$ cat src/rtl/hdrl_ram.sv
module hdrl_ram #(
  parameter int WIDTH = 8,
  parameter int DEPTH = 256
) (
  input  logic                     clk,
  input  logic                     we,
  input  logic [$clog2(DEPTH)-1:0] waddr,
  input  logic [WIDTH-1:0]         wdata,
  input  logic [$clog2(DEPTH)-1:0] raddr,
  output logic [WIDTH-1:0]         rdata
);

  logic [WIDTH-1:0] mem [DEPTH];
  logic [WIDTH-1:0] rdata_r;

  always_ff @(posedge clk) begin
    if (we) begin
      mem[waddr] <= wdata;
    end
    rdata_r <= mem[raddr];
  end

  assign rdata = rdata_r;

endmodule

$ cat config.mk
export PLATFORM = sky130hd
export DESIGN_NAME = hdrl_ram
export DESIGN_NICKNAME = d
export VERILOG_FILES = /design/src/rtl/hdrl_ram.sv
export SDC_FILE = /design/constraint.sdc
export NUM_CORES = 2
export LEC_CHECK = 0
export BUFFER_PORTS_ARGS = -buffer_cell sky130_fd_sc_hd__buf_2
export CORE_MARGIN = 2
export CORE_UTILIZATION = 60
export DETAILED_ROUTE_END_ITERATION = 7
export PLACE_DENSITY = 0.76
export SLEW_MARGIN = 20
export SYNTH_ARGS = -nofsm -noshare
export SYNTH_HDL_FRONTEND = slang
export SYNTH_SLANG_ARGS = --single-unit
$ cat constraint.sdc
create_clock -name clk -period 2.85 [get_ports clk]
set_input_delay 0.285 -clock clk [delete_from_list [all_inputs] [get_ports clk]]
set_output_delay 0.285 -clock clk [all_outputs]
set_load 0.02 [all_outputs]
* After elaboration in Yosys (flattened, before gate mapping) *
Memory sizes are Yosys's and may differ from the RTL's. A register that Yosys moved wholly into a read port is not among the register bits.
Cells that the tools add are included.

operators by class
  muxes and demuxes = 2

operators by type and width
  cell     number
  $mux W1  2

word-level totals
  bits in registers = 0
  memory bits (writable) = 2048
  output and inout port bits = 8
  word-level logic and storage cells = 3
  memories kept = 1

memory list
  name  words  width  rd ports  clocked after Yosys merged registers in  wr ports  RTL line  text
  mem   256    8      1         1                                        1         13        logic [WIDTH-1:0] mem [DEPTH];

* Logic depth before layout (Yosys ltp) *
  word-level depth = 2
  depth in mapped cells = 11
  mapped depth without buffers = 6

* Worst setup path after synthesis *
Ideal clock, no wire load.

  path type = input to register
  start point = in raddr[0]
  end point = reg rdata_r[2], in the netlist rdata[2], read port of mem
  arrival time = 2.092 ns
  required time = 2.719 ns
  slack = 0.627 ns
  stages on the path = 9
  path buffers = 4
  cell sequence = buf_6 buf_12 buf_8 buf_2 mux4_2 a22oi_1 a21oi_1 nor4_1 nor4_2

RTL lines
  what         RTL line  text
  from (decl)  9         input logic [$clog2(DEPTH)-1:0] raddr,
  to (decl)    14        logic [WIDTH-1:0] rdata_r;

==> out/results.txt <==
static leakage -> 29.69 nW
part of the cycle the worst path needs -> 95.41%
Relative slew margins -> 20.89%
area of the core region -> 0.1315 mm^2
Net Count, Synth -> 3759
maximum number of pins on one net before global-route repair -> 128
post_cts resized -> 0
vias post-DR -> 42260
Iteration-0 DRC Markers -> 7004
number of standard cells in the final layout excluding fillers -> 6229
netlist area before placement -> 0.07956 mm^2
Slew Viols, Final -> 0
depth of the worst register-to-register path -> 7
Area growth syn-to-layout -> 15.71%
EDFF count, synth -> 2048
# IOs -> 34
H-tree levels -> 4
detailed placer's ending HPWL -> 123600 um
endpoint of the lowest-slack register-to-register path -> rdata[5]
startpoint of the worst hold path -> wdata[2]
max cap viols -> 0
worst setup skew after layout -> 0.03451 ns
type of element launching the critical path -> flop
input/output buffers -> 33
net total in the final layout -> 4340
Largest stage delay, worst path -> 0.67 ns
Main synth FF type -> sky130_fd_sc_hd__edfxtp_1
crit path max-delay cell type -> sky130_fd_sc_hd__nor3_1
Max IR drop VDD -> 0.0007294 V
Die ar. -> 0.1355 mm^2
most used cells in the layout excluding fill and tap cells -> 2048 x sky130_fd_sc_hd__edfxtp_1, 525 x sky130_fd_sc_hd__buf_4, 454 x sky130_fd_sc_hd__mux4_2
sum of routed wire length over all layers -> 199300 um
capturing element type of the critical path -> flop
layout cells sized above 1 -> 30.11%
chain of cells forming the critical path -> mux4_2 -> a22o_1 -> a221oi_1 -> buf_4 -> o32ai_1 -> nor3_1 -> nor4_1
share of cell area taken by muxes after synthesis -> 14.62%
Fmax achieved -> 367.8 MHz
# placed instances -> 5871
setup TNS -> 0 ns
commonest non-fill, non-tap cell in the layout -> sky130_fd_sc_hd__edfxtp_1
global-route wire length before repair -> 288100 um
TritonCTS Buffers -> 193
number of endpoints failing setup at the final stage -> 0
worst-path fanout max -> 1
CTS tree -> built
Total GRT Usage -> 29.72%
CTS Root Cell -> sky130_fd_sc_hd__clkbuf_16
source-to-sink clock delay at the later pin of the worst-skew pair -> 0.85 ns
Final ANT Viol Nets -> 0
adder-cell area share of the yosys netlist -> 0%
FF-to-FF Start -> mem[210][5]
status -> finished clean
antenna violations before repair -> 6
data arrival time of the critical path -> 3.41 ns
worst-case register-to-register setup slack -> 0.13 ns
Die Ht -> 368.1 um
via count of the first global-routing pass -> 41860
die width -> 368.1 um
effective utilization at floorplan -> 60.52%
Yosys cell types -> 55
portion of synthesized cell area occupied by the leading cell type -> 77.30%
Tmin final -> 2.719 ns
maximum clock insertion buffer count -> 3
end of the worst hold path -> mem[241][2]
cell types with the largest area share after synthesis -> sky130_fd_sc_hd__edfxtp_1 77%, sky130_fd_sc_hd__mux4_2 13%, sky130_fd_sc_hd__mux2i_1 1.7%
total global routing overflow -> 0
proportion of synthesized flip-flops having asynchronous set or reset -> 0%
Synth Area in Compound Gates -> 3.419%
Post-Synth Simple-Gate Area -> 2.628%
worst slack, placed -> -0.4692 ns
instance count along the most critical hold path -> 1
minimum setup slack in the final design -> 0.1308 ns
post-detailed-route via-to-cell ratio -> 6.785
critical setup path kind -> flop to flop
fraction of synthesized cell area in xor and xnor cells -> 0%
areal power density over the cells -> 676.2 mW/mm^2
Remaining DRCs -> 0
Hold Vio Cnt, Final -> 0
total iterations of the first detailed-routing run -> 6
placer congestion estimate -> 0.9106
Warnings, synthesis -> 0
Clock Pin Slew Worst Setup and Hold Paths -> 0.06 ns
site row count -> 133
largest area contributor in the synthesized netlist -> sky130_fd_sc_hd__edfxtp_1
slew at the pin with the worst max-slew slack -> 1.176 ns
main combinational cell family by area after synthesis -> multiplexers
worst min-delay path class -> primary input to flop
number of standard cells after synthesis -> 3733
number of synthesized register bits -> 2056
proportion of synthesized chip area in sequential cells -> 77.50%
Data required, critical path -> 3.55 ns
wire length per cell after detailed routing -> 31.99 um
CTS Sinks -> 2056
unrepaired setup endpoints after global routing -> false
final cell utilization of the core -> 70.02%
synthesized area per cell -> 21.31 um^2
## power by group
part	total [W]	switching [W]	leakage [nW]	internal (W)
Sequential	0.0334	0.0000598	18.5	0.0333
Clock	0.0255	0.0111	3.02	0.0144
Combinational	0.00335	0.00206	8.20	0.00128
Total	0.0623	0.0133	29.7	0.0490
## timing repair
action                    CTS  global route
setup buffers               0             0
hold buffers                3             0
hold endpoints to repair  151             0
## worst max-delay path: cells and delay by family, from the launching register on
| family | cells | cell delay (ns) |
|---|---|---|
| compound gates | 3 | 0.73 |
| flops | 1 | 0.36 |
| simple gates | 2 | 0.81 |
| buf+inv | 1 | 0.20 |
| mux | 1 | 0.46 |
## synth_stat cells, types with 2 or more instances
master,count
sky130_fd_sc_hd__edfxtp_1,2048
sky130_fd_sc_hd__mux4_2,454
sky130_fd_sc_hd__nor2_1,282
sky130_fd_sc_hd__mux2i_1,134
sky130_fd_sc_hd__a22oi_1,133
sky130_fd_sc_hd__clkbuf_1,111
sky130_fd_sc_hd__a21oi_1,96
sky130_fd_sc_hd__o221ai_1,46
sky130_fd_sc_hd__nand3_1,34
sky130_fd_sc_hd__nand2_1,33
sky130_fd_sc_hd__buf_2,31
sky130_fd_sc_hd__nor2b_1,31
sky130_fd_sc_hd__o22ai_1,28
sky130_fd_sc_hd__buf_4,27
sky130_fd_sc_hd__nor4_1,24
sky130_fd_sc_hd__buf_1,22
sky130_fd_sc_hd__nor3_1,22
sky130_fd_sc_hd__buf_6,21
sky130_fd_sc_hd__a211oi_1,16
sky130_fd_sc_hd__a221oi_1,13
sky130_fd_sc_hd__buf_8,13
sky130_fd_sc_hd__nand4_1,10
sky130_fd_sc_hd__o211ai_1,10
sky130_fd_sc_hd__o21ai_0,10
sky130_fd_sc_hd__a22o_1,8
sky130_fd_sc_hd__buf_12,8
sky130_fd_sc_hd__dfxtp_1,8
sky130_fd_sc_hd__nand2b_1,8
sky130_fd_sc_hd__and2_1,6
sky130_fd_sc_hd__o22a_1,5
sky130_fd_sc_hd__o32ai_1,4
sky130_fd_sc_hd__or2_2,4
sky130_fd_sc_hd__nor4_2,3
sky130_fd_sc_hd__a2111oi_0,2
sky130_fd_sc_hd__a2111oi_1,2
sky130_fd_sc_hd__a311oi_1,2
sky130_fd_sc_hd__a31oi_1,2
sky130_fd_sc_hd__and3b_1,2
sky130_fd_sc_hd__mux4_1,2
sky130_fd_sc_hd__nand3b_1,2
sky130_fd_sc_hd__o21ai_1,2
## logic make-up after synthesis
group / Yosys count
flip-flops: 2056
multiplexers: 591
AND/OR/NAND/NOR: 466
AO/OA/AOI/OAI: 385
buffers and inverters: 235
## registers in the layout (all words and copies together) (netlist names)
signal and cells:
rdata 8, mem 2048
## through the flow
step                power (W)  hold slack [ns]  area (um^2)
detailed placement    0.03730           0.7363        85730
CTS                   0.06243          0.02282        92050
floorplan             0.03564           0.3839        79560
global placement      0.03723           0.7390        85720
finish                0.06225          0.05356        92060
global route          0.06371          0.05904        92050
## metal layers
| metal | vias up | share of wire (%) | global-route usage [%] |
|---|---|---|---|
| li1 | 16840 | - | - |
| met1 | 21830 | 36 | 41.40 |
| met2 | 3106 | 48 | 46.44 |
| met3 | 483 | 12 | 7.235 |
| met4 | 10 | 4.0 | 11.04 |
| met5 | - | 0.031 | 0 |
## layout make-up
cell class | instances | area [um^2]
Inverter | 2 | 7.507
Multi-Input combinational cell | 1442 | 16490
Clock buffer | 252 | 5081
Sequential cell | 2056 | 61660
Tap cell | 1755 | 2196
Timing Repair Buffer | 619 | 5404
Antenna cell | 3 | 7.507
Fill cell | 7560 | 39410
Clock inverter | 100 | 1210
## how the worst max path moves through the flow
stage / from / end / slack, ns / cells past startpoint
CTS: mem[142][7] / rdata[7] / 0.17 / 6
floorplan: raddr[0] / rdata[2] / 0.63 / 9
detailed placement: raddr[0] / rdata[2] / -0.47 / 10
global placement: raddr[0] / rdata[2] / -0.71 / 9
finish: mem[210][5] / rdata[5] / 0.13 / 7
global route: mem[141][7] / rdata[7] / 0.14 / 6
Power figures use the tool's default switching activity.
